## config.mk

```make
export PLATFORM = sky130hd
export DESIGN_NAME = waypoint_heading_steering
export DESIGN_NICKNAME = d
export VERILOG_FILES = /design/src/rtl/wsteer_pkg.sv /design/src/rtl/wsteer_sqr.sv /design/src/rtl/wsteer_cordic.sv /design/src/rtl/waypoint_heading_steering.sv
export SDC_FILE = /design/constraint.sdc
export NUM_CORES = 2
export LEC_CHECK = 0
export ABC_CLOCK_PERIOD_IN_PS = 13600
export BUFFER_PORTS_ARGS = -buffer_cell sky130_fd_sc_hd__clkbuf_2
export CAP_MARGIN = 20
export CORE_AREA = 5 5 269 271
export CTS_BUF_LIST = sky130_fd_sc_hd__clkbuf_4 sky130_fd_sc_hd__clkbuf_8
export DETAILED_ROUTE_END_ITERATION = 10
export DIE_AREA = 0 0 274 276
export PLACE_DENSITY = 0.83
export SYNTH_ARGS = -nofsm -noshare
export SYNTH_HDL_FRONTEND = slang
export SYNTH_SLANG_ARGS = --single-unit
```

## constraint.sdc

```tcl
create_clock -name clk -period 13.6 [get_ports clk]
set_input_delay 2.72 -clock clk [delete_from_list [all_inputs] [get_ports clk]]
set_output_delay 2.72 -clock clk [all_outputs]
set_load 0.02 [all_outputs]
```

## src/rtl/wsteer_pkg.sv

```systemverilog
// ----------------------------------------------------------------------------
// wsteer_pkg
// Shared widths, constants and the arctangent table for waypoint steering.
// ----------------------------------------------------------------------------
package wsteer_pkg;

  localparam int CORDIC_STEPS = 14;
  localparam int STEP_W       = 5;
  localparam int VEC_W        = 32;
  localparam int ANG_W        = 21;
  localparam int DIFF_W       = 17;
  localparam int SQR_STEPS    = 16;

  localparam logic signed [ANG_W-1:0] PI_Q16       = 21'sd205887;
  localparam logic signed [17:0]      PI_Q12       = 18'sd12868;
  localparam logic signed [17:0]      COARSE_LIMIT = 18'sd6434;

  localparam logic [3:0] REG_TARGET_X  = 4'd0;
  localparam logic [3:0] REG_TARGET_Y  = 4'd1;
  localparam logic [3:0] REG_ORIGIN_X  = 4'd2;
  localparam logic [3:0] REG_ORIGIN_Y  = 4'd3;
  localparam logic [3:0] REG_DRIVE_SPD = 4'd4;
  localparam logic [3:0] REG_TURN_SPD  = 4'd5;
  localparam logic [3:0] REG_HEAD_TOL  = 4'd6;
  localparam logic [3:0] REG_ARRIVE_R  = 4'd7;

  function automatic logic [15:0] atan_q16(input logic [STEP_W-1:0] idx);
    logic [15:0] v;
    case (idx)
      5'd0:    v = 16'd51472;
      5'd1:    v = 16'd30385;
      5'd2:    v = 16'd16055;
      5'd3:    v = 16'd8150;
      5'd4:    v = 16'd4091;
      5'd5:    v = 16'd2047;
      5'd6:    v = 16'd1024;
      5'd7:    v = 16'd512;
      5'd8:    v = 16'd256;
      5'd9:    v = 16'd128;
      5'd10:   v = 16'd64;
      5'd11:   v = 16'd32;
      5'd12:   v = 16'd16;
      5'd13:   v = 16'd8;
      5'd14:   v = 16'd4;
      5'd15:   v = 16'd2;
      5'd16:   v = 16'd1;
      default: v = 16'd0;
    endcase
    return v;
  endfunction

endpackage

```

## src/rtl/wsteer_sqr.sv

```systemverilog
// ----------------------------------------------------------------------------
// wsteer_sqr
// Bit-serial squarer: one multiplier bit per cycle.
// ----------------------------------------------------------------------------
module wsteer_sqr
  import wsteer_pkg::*;
(
  input  logic        clk,
  input  logic        load,
  input  logic [15:0] op,
  output logic [31:0] prod
);

  logic [15:0] mplier;
  logic [31:0] mcand;
  logic [31:0] acc;

  always_ff @(posedge clk) begin
    if (load) begin
      mplier <= op;
      mcand  <= {16'd0, op};
      acc    <= '0;
    end else begin
      if (mplier[0]) begin
        acc <= acc + mcand;
      end
      mplier <= mplier >> 1;
      mcand  <= mcand << 1;
    end
  end

  assign prod = acc;

endmodule

```

## src/rtl/wsteer_cordic.sv

```systemverilog
// ----------------------------------------------------------------------------
// wsteer_cordic
// Iterative vectoring CORDIC, one rotation per cycle, angle in Q4.16.
// ----------------------------------------------------------------------------
module wsteer_cordic
  import wsteer_pkg::*;
(
  input  logic                    clk,
  input  logic                    rst,
  input  logic                    load,
  input  logic signed [DIFF_W-1:0] dx,
  input  logic signed [DIFF_W-1:0] dy,
  output logic signed [ANG_W-1:0]  angle,
  output logic                    done
);

  logic signed [VEC_W-1:0] x;
  logic signed [VEC_W-1:0] y;
  logic signed [ANG_W-1:0] z;
  logic [STEP_W-1:0]       step;
  logic signed [VEC_W-1:0] x0;
  logic signed [VEC_W-1:0] y0;
  logic signed [VEC_W-1:0] xs;
  logic signed [VEC_W-1:0] ys;
  logic signed [ANG_W-1:0] at;

  assign x0 = VEC_W'(dx) <<< 12;
  assign y0 = VEC_W'(dy) <<< 12;
  assign xs = x >>> step;
  assign ys = y >>> step;
  assign at = ANG_W'($signed({1'b0, atan_q16(step)}));
  assign done = (step == STEP_W'(CORDIC_STEPS));

  always_ff @(posedge clk) begin
    if (rst) begin
      step <= STEP_W'(CORDIC_STEPS);
    end else if (load) begin
      step <= '0;
    end else if (!done) begin
      step <= step + 1'b1;
    end
  end

  always_ff @(posedge clk) begin
    if (load) begin
      if (dx < 0) begin
        x <= -x0;
        y <= -y0;
        z <= (dy >= 0) ? PI_Q16 : -PI_Q16;
      end else begin
        x <= x0;
        y <= y0;
        z <= '0;
      end
    end else if (!done) begin
      if (y > 0) begin
        x <= x + ys;
        y <= y - xs;
        z <= z + at;
      end else begin
        x <= x - ys;
        y <= y + xs;
        z <= z - at;
      end
    end
  end

  assign angle = z;

endmodule

```

## src/rtl/waypoint_heading_steering.sv

```systemverilog
// ----------------------------------------------------------------------------
// waypoint_heading_steering
// Steers from the origin toward the target waypoint, one command per pose.
// ----------------------------------------------------------------------------
// Steps: the serial squarers, the arrival check, the CORDIC rotations, the angle round and
// the output register, from transfer in to result valid.
// A new pose is taken only in the idle state, once the last result is registered;
// a stalled result holds the block in its output state and adds its wait.
// An arrived pose skips the CORDIC and the angle round.
// Reset is synchronous: registers take their defaults, arrived latch clears.
module waypoint_heading_steering
  import wsteer_pkg::*;
(
  input  logic               clk,
  input  logic               rst,
  input  logic               cfg_wr_en,
  input  logic [3:0]         cfg_index,
  input  logic [14:0]        cfg_data,
  input  logic               in_valid,
  output logic               in_ready,
  input  logic signed [15:0] pos_x,
  input  logic signed [15:0] pos_y,
  input  logic signed [14:0] heading,
  output logic               out_valid,
  input  logic               out_ready,
  output logic signed [15:0] linear_cmd,
  output logic signed [15:0] angular_cmd,
  output logic               arrived
);

  typedef enum logic [5:0] {
    ST_IDLE = 6'b000001,
    ST_SQR  = 6'b000010,
    ST_CHK  = 6'b000100,
    ST_ROT  = 6'b001000,
    ST_RND  = 6'b010000,
    ST_OUT  = 6'b100000
  } state_t;

  state_t state;
  state_t state_next;

  logic [3:0]  target_x, target_y, origin_x, origin_y;
  logic [14:0] drive_speed, turn_speed, arrive_radius;
  logic [13:0] heading_tolerance;
  logic        done_latch;

  logic signed [15:0]       px, py;
  logic signed [14:0]       h;
  logic signed [DIFF_W-1:0] dx, dy;
  logic signed [DIFF_W-1:0] dx_in, dy_in;
  logic [15:0]              adx, ady;
  logic [4:0]               cnt;
  logic [31:0]              sqx, sqy, sqr;
  logic                     near;
  logic                     hit;
  logic signed [ANG_W-1:0]  z;
  logic                     cdone;
  logic signed [17:0]       a;
  logic signed [ANG_W-1:0]  zr;
  logic signed [17:0]       rq;
  logic                     take_in;
  logic                     out_free;

  logic signed [17:0] aa, ha, fine, coarse, dif, hx, gx, gy, pxx, pyy;
  logic               turn, same, wrap;
  logic signed [15:0] wp, wn, vp, vn, lin, ang;

  assign in_ready = (state == ST_IDLE);
  assign take_in  = in_valid && in_ready;
  assign out_free = !out_valid || out_ready;

  assign dx_in = $signed({5'd0, target_x, 8'd0}) - DIFF_W'(pos_x);
  assign dy_in = $signed({5'd0, target_y, 8'd0}) - DIFF_W'(pos_y);
  assign adx   = dx_in[DIFF_W-1] ? 16'(-dx_in) : dx_in[15:0];
  assign ady   = dy_in[DIFF_W-1] ? 16'(-dy_in) : dy_in[15:0];

  wsteer_sqr u_sqx (.clk(clk), .load(take_in), .op(adx), .prod(sqx));
  wsteer_sqr u_sqy (.clk(clk), .load(take_in), .op(ady), .prod(sqy));
  wsteer_sqr u_sqr (.clk(clk), .load(take_in), .op({1'b0, arrive_radius}), .prod(sqr));

  assign near = ({1'b0, sqx} + {1'b0, sqy}) <= {1'b0, sqr};
  assign hit  = done_latch || near;

  wsteer_cordic u_cordic (
    .clk(clk), .rst(rst), .load(state == ST_CHK && !hit),
    .dx(dx), .dy(dy), .angle(z), .done(cdone)
  );

  assign zr = (z + ANG_W'(8)) >>> 4;
  assign rq = 18'(zr);

  always_ff @(posedge clk) begin
    if (take_in) begin
      px <= pos_x;
      py <= pos_y;
      h  <= heading;
      dx <= dx_in;
      dy <= dy_in;
    end
    if (state == ST_RND) begin
      if (rq > PI_Q12) begin
        a <= PI_Q12;
      end else if (rq < -PI_Q12) begin
        a <= -PI_Q12;
      end else begin
        a <= rq;
      end
    end
  end

  always_comb begin
    hx     = 18'(h);
    aa     = (a < 0) ? -a : a;
    ha     = (hx < 0) ? -hx : hx;
    dif    = aa - ha;
    fine   = (dif < 0) ? -dif : dif;
    coarse = (a - hx < 0) ? hx - a : a - hx;
    turn   = (fine > $signed({4'd0, heading_tolerance})) || (coarse > COARSE_LIMIT);
    same   = (a < 0) == (hx < 0);
    wrap   = ((PI_Q12 - aa) + (PI_Q12 - ha)) < (aa + ha);
    wp     = $signed({1'b0, turn_speed});
    wn     = -wp;
    vp     = $signed({1'b0, drive_speed});
    vn     = -vp;
    gx     = $signed({6'd0, target_x, 8'd0});
    gy     = $signed({6'd0, target_y, 8'd0});
    pxx    = 18'(px);
    pyy    = 18'(py);
    lin    = '0;
    ang    = '0;
    if (turn) begin
      if (same) begin
        ang = (hx > a) ? wn : wp;
      end else if (wrap) begin
        ang = (hx > 0) ? wp : wn;
      end else begin
        ang = (hx > 0) ? wn : wp;
      end
    end else if (origin_x < target_x) begin
      lin = (pxx < gx) ? vp : vn;
    end else if (origin_x > target_x) begin
      lin = (pxx > gx) ? vp : vn;
    end else if (origin_y > target_y) begin
      lin = (pyy > gy) ? vp : vn;
    end else if (origin_y < target_y) begin
      lin = (pyy < gy) ? vp : vn;
    end
  end

  always_comb begin
    state_next = state;
    unique case (state)
      ST_IDLE: if (take_in) state_next = ST_SQR;
      ST_SQR:  if (cnt == 5'(SQR_STEPS - 1)) state_next = ST_CHK;
      ST_CHK:  state_next = hit ? ST_OUT : ST_ROT;
      ST_ROT:  if (cdone) state_next = ST_RND;
      ST_RND:  state_next = ST_OUT;
      ST_OUT:  if (out_free) state_next = ST_IDLE;
      default: state_next = ST_IDLE;
    endcase
  end

  always_ff @(posedge clk) begin
    if (rst) begin
      state <= ST_IDLE;
      cnt   <= '0;
    end else begin
      state <= state_next;
      cnt   <= (state == ST_SQR) ? cnt + 1'b1 : '0;
    end
  end

  always_ff @(posedge clk) begin
    if (rst) begin
      target_x          <= '0;
      target_y          <= '0;
      origin_x          <= '0;
      origin_y          <= '0;
      drive_speed       <= 15'd51;
      turn_speed        <= 15'd819;
      heading_tolerance <= 14'd410;
      arrive_radius     <= 15'd26;
      done_latch        <= 1'b0;
    end else if (cfg_wr_en) begin
      unique case (cfg_index)
        REG_TARGET_X:  begin target_x <= cfg_data[3:0]; done_latch <= 1'b0; end
        REG_TARGET_Y:  begin target_y <= cfg_data[3:0]; done_latch <= 1'b0; end
        REG_ORIGIN_X:  begin origin_x <= cfg_data[3:0]; done_latch <= 1'b0; end
        REG_ORIGIN_Y:  begin origin_y <= cfg_data[3:0]; done_latch <= 1'b0; end
        REG_DRIVE_SPD: drive_speed <= cfg_data;
        REG_TURN_SPD:  turn_speed <= cfg_data;
        REG_HEAD_TOL:  heading_tolerance <= cfg_data[13:0];
        REG_ARRIVE_R:  arrive_radius <= cfg_data;
        default:       ;
      endcase
    end else if (state == ST_CHK && hit) begin
      done_latch <= 1'b1;
    end
  end

  always_ff @(posedge clk) begin
    if (rst) begin
      out_valid <= 1'b0;
    end else if (state == ST_OUT && out_free) begin
      out_valid <= 1'b1;
    end else if (out_ready) begin
      out_valid <= 1'b0;
    end
  end

  always_ff @(posedge clk) begin
    if (state == ST_OUT && out_free) begin
      linear_cmd  <= done_latch ? 16'sd0 : lin;
      angular_cmd <= done_latch ? 16'sd0 : ang;
      arrived     <= done_latch;
    end
  end

  a_arrived_zero: assert property (@(posedge clk) disable iff (rst)
    out_valid && arrived |-> linear_cmd == 16'sd0 && angular_cmd == 16'sd0)
    else $error("arrived result carries a nonzero command");

  a_one_cmd: assert property (@(posedge clk) disable iff (rst)
    out_valid |-> linear_cmd == 16'sd0 || angular_cmd == 16'sd0)
    else $error("drive and turn commands both nonzero");

  a_transfer_starts: assert property (@(posedge clk) disable iff (rst)
    in_valid && in_ready |=> state == ST_SQR && cnt == 5'd0)
    else $error("transfer in did not start squaring");

  a_hit_latches: assert property (@(posedge clk) disable iff (rst)
    state == ST_CHK && hit && !cfg_wr_en |=> done_latch && state == ST_OUT)
    else $error("arrival not latched");

endmodule
```

== Word-level counts from Yosys, hierarchy flattened ==
Memories as Yosys holds them, arrays and structs flattened.
Cells that the tools add are included.

* Word-level logic and storage cells: 206
* Memories kept: 1
* Output and inout port bits: 35
* Register bits after elaboration: 550
* Bits in read-only memories: 512

* Bitwise logic cells: 2
* Order comparisons: 23
* Equality and inequality tests: 22
* Multiplexer cells: 52
* Reductions and logical operators: 28
* Shift operators: 2
* $add $sub $neg: 32

{| class="wikitable"
|+ Memory list
! name !! words !! bits a word !! read ports !! clocked after memory_dff !! write ports !! RTL line !! source
|-
| (name not given) || 32 || 16 || 1 || 0 || 0 || wsteer_pkg.sv:29 || <nowiki>case (idx)</nowiki>
|}

{| class="wikitable"
|+ Operator list
! operator !! count
|-
| 2-to-1 mux 16 bit || 17
|-
| 2-to-1 mux 32 bit || 8
|-
| adder 32 bit || 5
|-
| 2-to-1 mux 21 bit || 5
|-
| 2-to-1 mux 18 bit || 5
|-
| negator 29 -> 32 bit || 2
|-
| >>> shifter 32 x 5 -> 32 bit || 2
|-
| subtractor 32 bit || 2
|-
| 2-to-1 mux 15 bit || 4
|-
| adder 18 bit || 2
|-
| less-than comparator 18 x 1 -> 1 bit, second input constant || 2
|-
| negator 18 bit || 2
|-
| case mux 6 bit (6 select lines) || 1
|-
| subtractor 15 x 18 -> 18 bit, first input constant || 2
|-
| subtractor 13 x 16 -> 17 bit || 2
|-
| adder 32 x 32 -> 33 bit || 1
|-
| less-or-equal comparator 33 x 32 -> 1 bit || 1
|-
| > comparator 16 x 13 -> 1 bit || 2
|-
| > comparator 32 x 1 -> 1 bit, second input constant || 1
|-
| less-than comparator 16 x 13 -> 1 bit || 2
|-
| negator 15 -> 16 bit || 2
|-
| negator 16 bit || 2
|-
| 2-to-1 mux 6 bit || 5
|-
| adder 21 x 17 -> 21 bit || 1
|-
| 46 further kinds || 83
|}

== Logic depth before layout (Yosys ltp) ==
* Word-level depth: 9
* Depth in mapped cells: 31
* Gate-level depth less buffers: 30

== Hierarchy ==
Synthesis repeated with hierarchy kept, for this count alone.

* Cells, all modules: 5,526
* Area, all modules: 46,947.5 um2

{| class="wikitable"
|+ By module, submodules not included
! module !! area an instance (um2) !! cells an instance !! times used
|-
| waypoint_heading_steering || 19,263.5 || 2,259 || 1
|-
| wsteer_cordic || 14,920.6 || 1,767 || 1
|-
| wsteer_sqr at u_sqr || 4,431.8 || 529 || 1
|-
| wsteer_sqr at u_sqx || 4,249.1 || 515 || 1
|-
| wsteer_sqr at u_sqy || 4,082.7 || 456 || 1
|}

== Least setup slack after synthesis ==
No wires, ideal clock.

* Path kind: reg2reg
* Start point: register u_sqx.acc[0] (netlist: u_sqx.prod[0])
* End point: register u_cordic.z[0] (netlist: u_cordic.angle[0]) (enable)
* Path buffers: 2
* Cell stages (with the launch flop): 26
* Slack: 7.362 ns
* Arrival: 5.831 ns
* Cells stage by stage: dfxtp_1 ha_1 fa_1 a21oi_1 o22ai_1 o41ai_1 a21oi_1 a21oi_1 o21ai_0 nand2_1 nand2_1 a21o_1 a21o_1 xor2_1 ha_1 and3_1 nand3_1 nor4_1 a21oi_1 o21ai_0 and3_1 a21oi_1 and2_1 clkbuf_1 clkbuf_1 or2_2

* Word-level cells in the longest chain between the ends: 6

{| class="wikitable"
|+ RTL lines
! element !! RTL line !! source
|-
| start, declared || wsteer_sqr.sv:16 || <nowiki>logic [31:0] acc;</nowiki>
|-
| start signal, assigned || wsteer_sqr.sv:25 || <nowiki>acc <= acc + mcand;</nowiki>
|-
| adder 32 x 32 -> 33 bit || waypoint_heading_steering.sv:82 || <nowiki>assign near = ({1'b0, sqx} + {1'b0, sqy}) <= {1'b0, sqr};</nowiki>
|-
| less-or-equal comparator 33 x 32 -> 1 bit || waypoint_heading_steering.sv:82 ||
|-
| logical OR 1 bit || waypoint_heading_steering.sv:83 || <nowiki>assign hit = done_latch || near;</nowiki>
|-
| logical NOT 1 bit || waypoint_heading_steering.sv:86 || <nowiki>.clk(clk), .rst(rst), .load(state == ST_CHK && !hit),</nowiki>
|-
| logical AND 1 bit || waypoint_heading_steering.sv:86 ||
|-
| != test 2 x 1 -> 1 bit (no line) || -- ||
|-
| end signal, assigned || wsteer_cordic.sv:49 || <nowiki>z <= (dy >= 0) ? PI_Q16 : -PI_Q16;</nowiki>
|-
| end signal, assigned || wsteer_cordic.sv:59 || <nowiki>z <= z + at;</nowiki>
|-
| end signal, assigned || wsteer_cordic.sv:63 || <nowiki>z <= z - at;</nowiki>
|-
| end, declared || wsteer_cordic.sv:19 || <nowiki>logic signed [ANG_W-1:0] z;</nowiki>
|}

No other way between the ends.
A chain may end at the register's enable or synchronous reset.

== Worst setup path after layout ==
* Start point: register u_cordic.step[0]
* End point: register u_cordic.x[29] (data pin)

* Word-level cells in the longest chain between the ends: 5
* Elaborated cells between the ends (all ways): 6
* Classes of those cells: 2 x add/sub; 1 x shift; 3 x mux

{| class="wikitable"
|+ RTL lines
! element !! RTL line !! source
|-
| start, declared || wsteer_cordic.sv:20 || <nowiki>logic [STEP_W-1:0] step;</nowiki>
|-
| start signal, assigned || wsteer_cordic.sv:36 || <nowiki>step <= STEP_W'(CORDIC_STEPS);</nowiki>
|-
| start signal, assigned || wsteer_cordic.sv:40 || <nowiki>step <= step + 1'b1;</nowiki>
|-
| >>> shifter 32 x 5 -> 32 bit * || wsteer_cordic.sv:30 || <nowiki>assign ys = y >>> step;</nowiki>
|-
| subtractor 32 bit / adder 32 bit (equally long branches) || wsteer_cordic.sv:61, wsteer_cordic.sv:57 ||
|-
| 2-to-1 mux 32 bit * || wsteer_cordic.sv:56 || <nowiki>if (y > 0) begin</nowiki>
|-
| 2-to-1 mux 32 bit * || wsteer_cordic.sv:55 || <nowiki>end else if (!done) begin</nowiki>
|-
| 2-to-1 mux 32 bit * || wsteer_cordic.sv:45 || <nowiki>if (load) begin</nowiki>
|-
| end signal, assigned || wsteer_cordic.sv:47 || <nowiki>x <= -x0;</nowiki>
|-
| end signal, assigned || wsteer_cordic.sv:57 || <nowiki>x <= x + ys;</nowiki>
|-
| end signal, assigned || wsteer_cordic.sv:61 || <nowiki>x <= x - ys;</nowiki>
|-
| end, declared || wsteer_cordic.sv:17 || <nowiki>logic signed [VEC_W-1:0] x;</nowiki>
|}

Every way passes the cells marked *; elsewhere a longest branch is shown, timed or not. The select of a mux whose other input is x is not followed.

==> impl_results.md <==
* Minimum clock period at 7310 ps
* Post-synthesis async set-or-reset flop share at 0
* Number of antenna violations at the first check in global routing at 2
* Max frequency at 136.8 MHz
* Final Routed Wirelength at 124.4 mm
* Largest cells by area after synthesis: dfxtp_1 (15%), edfxtp_1 (14%), ha_1 (12%)
* Worst-path clk slew at 70 ps
* Synth warn at 0
* Hold WS at 398.2 ps
* Hold_sp: u_sqr.mplier[4]$_DFF_P_
* Fraction of the mapped netlist area in adder cells at 0.1213
* Initial Utilization at 0.6525
* Total gr overflow at 0
* Most frequent cells in the layout: nand2_1 (498), nor2_1 (463), ha_1 (419), a21oi_1 (356), dfxtp_1 (325)
* Power per standard cell area at 281.7 nW/um^2
* Xor/xnor cell area share of the yosys netlist at 0.08125
* IO Port Bufs at 105
* Endpoint type of the worst setup path: register
* Clock skew at 73.82 ps
* Setup TNS Final at 0 ps
* First-pass GRT wire length at 198.7 mm
* Vias in the first global route at 38,210
* Crit path cell chain: buf_4, mux4_2, mux4_2, nand2_1, o221ai_2, a211oi_2, nand3_1, o21ai_0, xnor2_1, ha_1, a211o_1, o31ai_1, nand4b_1, nand3_1, a31oi_1, o41ai_1, o21ai_0, nand2b_1, a311oi_1, nor2_1
* Number of H-tree levels at 3
* Synth Flop Type: dfxtp_1
* Height of the die at 276 um
* Setup Crit Path Kind: reg2reg
* Detailed placement HPWL at 92.65 mm
* Worst-margin pin slew at 1086 ps
* Mux cell area share after synthesis at 0.07585
* Crit-path max cell delay at 820 ps
* Layout cell share with drive strength beyond 1 at 0.09160
* Synth Cell Area at 45,380 sq um
* Vias at 40,460
* Vias per cell at 6.386
* Status: finished clean
* Final Core Density at 0.6978
* Largest family of logic cells by synthesized area: compound AO/OA/AOI/OAI gates
* Reg2reg end: u_cordic.x[29]$_DFFE_PP_
* CP arrival at 7760 ps
* Post-synth EDFFs at 214
* Root buf cell: clkbuf_8
* TritonRoute pass-1 iters at 8
* Maxcap violations at 0
* Most common cell after layout, fill and taps aside: nand2_1
* Tightest Hold Check Type: reg2reg
* CTS Buf Count at 94
* Gpl congestion at 1.046
* PostCTS Resize Cnt at 0
* Cell accounting for the most synthesized area: dfxtp_1
* Final ANT Viol Nets at 0
* Path depth of the worst reg2reg path at 20
* Worst VDD drop at 0.0001979 V
* Reg2Reg Setup Slack at 6290 ps
* Nets at 5,820
* CP max FO at 75
* Row cnt at 97
* Share of Yosys cell area claimed by the top area cell type at 0.1465
* Register area share after synthesis at 0.2881
* Max_slew headroom at 0.2686
* GRT Util Overall at 0.3148
* Io pins at 106
* Critical path startpoint category: register
* Mapped Cells at 5,288
* Hold EP: u_sqr.mplier[3]$_DFF_P_
* First DRT Iteration DRCs at 4,086
* Placeable Area at 69,540 sq um
* Clock Tree Buf Depth at 3
* Final setup violation count at 0
* Worst path required time at 14,050 ps
* CTS tree: built
* Final Hold Fails at 0
* Critical path's slowest cell: buf_4
* Leakage at 20.72 nW
* Die area at 75,620 sq um
* RR Startpoint: u_cordic.step[0]$_SDFFE_PP0N_
* Clk_lat worst skew at 740 ps
* Synth Register Bits at 546
* Largest net degree at the start of global routing at 95
* Count of pins over their slew limit at 0
* Remaining DRCs at 0
* Area growth, synth to finish at 6.932%
* Worst Hold Path Cells at 2
* Setup Buffers After CTS at 0
* RSZ-0062 raised after global routing: false
* Die Span X at 274 um
* Post-synth cell types at 103
* Complex-gate fraction of the synthesized area at 0.1987
* Clock Sinks at 546
* Drt wl/cell at 19.64 um
* Hold Buf Count CTS at 0
* Simple-gate area share of the yosys netlist at 0.1898
* Fin crit share at 0.5375
* Syn Area/Cell at 8.582 sq um
[synthesized netlist by cell type, types with 43 or more instances]
| cell type | n |
|---|---|
| nand2_1 | 499 |
| nor2_1 | 464 |
| ha_1 | 419 |
| a21oi_1 | 356 |
| dfxtp_1 | 332 |
| o21ai_0 | 300 |
| inv_1 | 279 |
| xnor2_1 | 256 |
| edfxtp_1 | 214 |
| xor2_1 | 165 |
| clkbuf_1 | 139 |
| nor3_1 | 133 |
| a21o_1 | 132 |
| mux2i_1 | 131 |
| o21a_1 | 98 |
| nand3_1 | 97 |
| and2_1 | 79 |
| nor2b_1 | 71 |
| nand2b_1 | 69 |
| or3_1 | 69 |
| mux4_2 | 64 |
| a211oi_1 | 54 |
| and3_1 | 53 |
| a31oi_1 | 49 |
| o31ai_1 | 47 |
| nand4_1 | 46 |
| mux2_2 | 45 |
| nor4_1 | 43 |
| o21bai_1 | 43 |
[sequential cells by signal (all words and copies together) (netlist names), 32 cells and up]
signal and flops:
u_cordic.x 32, u_sqr.mcand 32, u_sqy.prod 32, u_sqx.mcand 32
u_sqx.prod 32, u_sqr.prod 32, u_cordic.y 32, u_sqy.mcand 32
[power breakdown]
part	internal [mW]	leakage (nW)	total, mW	switching, mW
sequential	2.46	4.73	2.94	0.479
clock	0.926	1.10	1.67	0.748
combinational	3.86	14.9	9.05	5.19
[routing by layer]
layer  share of wire  global-route usage
met3           0.072             0.05272
met2            0.45              0.5019
met4           0.055              0.1455
met5               0                   0
met1            0.42              0.4196
[final cells by class]
| class | instances | area (sq um) |
|---|---|---|
| multi-input cells | 4254 | 30320 |
| fillers | 5516 | 21020 |
| flip-flops and latches | 546 | 13090 |
| clock buffers | 143 | 1780 |
| well taps | 940 | 1176 |
| inverters | 287 | 1085 |
| repair buffers | 134 | 743.2 |
| clock inverters | 29 | 324.1 |
| diodes | 3 | 7.507 |
[critical path: cells and delay by family, from the launching register on]
| family | cells | cell delay, ps |
|---|---|---|
| compound gates | 9 | 2940 |
| simple gates | 6 | 1060 |
| mux | 2 | 1200 |
| fa+ha+maj | 1 | 300 |
| buf+inv | 1 | 820 |
| xor+xnor | 1 | 160 |
| flops | 1 | 470 |
[worst max path at each step]
stage,startpoint,to
floorplan,u_sqx.prod[0]$_SDFFE_PP0P_,u_cordic.angle[0]$_DFFE_PP_
global placement,u_cordic.step[0]$_SDFFE_PP0N_,u_cordic.x[29]$_DFFE_PP_
detailed placement,h[1]$_DFFE_PP_,angular_cmd[12]$_SDFFCE_PP0P_
CTS,h[1]$_DFFE_PP_,angular_cmd[10]$_SDFFCE_PP0P_
global route,u_cordic.step[0]$_SDFFE_PP0N_,u_cordic.x[29]$_DFFE_PP_
finish,u_cordic.step[0]$_SDFFE_PP0N_,u_cordic.x[29]$_DFFE_PP_
[cell families (layout without fill, tap and decap cells)]
family | count (synthesis) | count (layout)
AO/OA/AOI/OAI | 1386 | 1386
AND/OR/NAND/NOR | 1762 | 1762
flip-flops | 546 | 546
adder cells (fa/ha/maj) | 432 | 432
other | 2 | 9
XOR/XNOR | 421 | 421
buffers and inverters | 492 | 593
multiplexers | 247 | 247
[metrics by stage]
| stage | setup slack (ps) | instances | instance area (sq um) | power, mW |
|---|---|---|---|---|
| after floorplan | 7362 | 5292 | 45390 | 9.866 |
| final | 6290 | 6336 | 48530 | 13.67 |
| after CTS | 6356 | 6332 | 48510 | 13.51 |
| after global routing | 5842 | 6335 | 48520 | 14.76 |
| after detailed placement | 6403 | 6160 | 46410 | 11.77 |
| after global placement | 6635 | 6160 | 46410 | 11.53 |
Note: power is estimated with default switching activity, not from simulation.
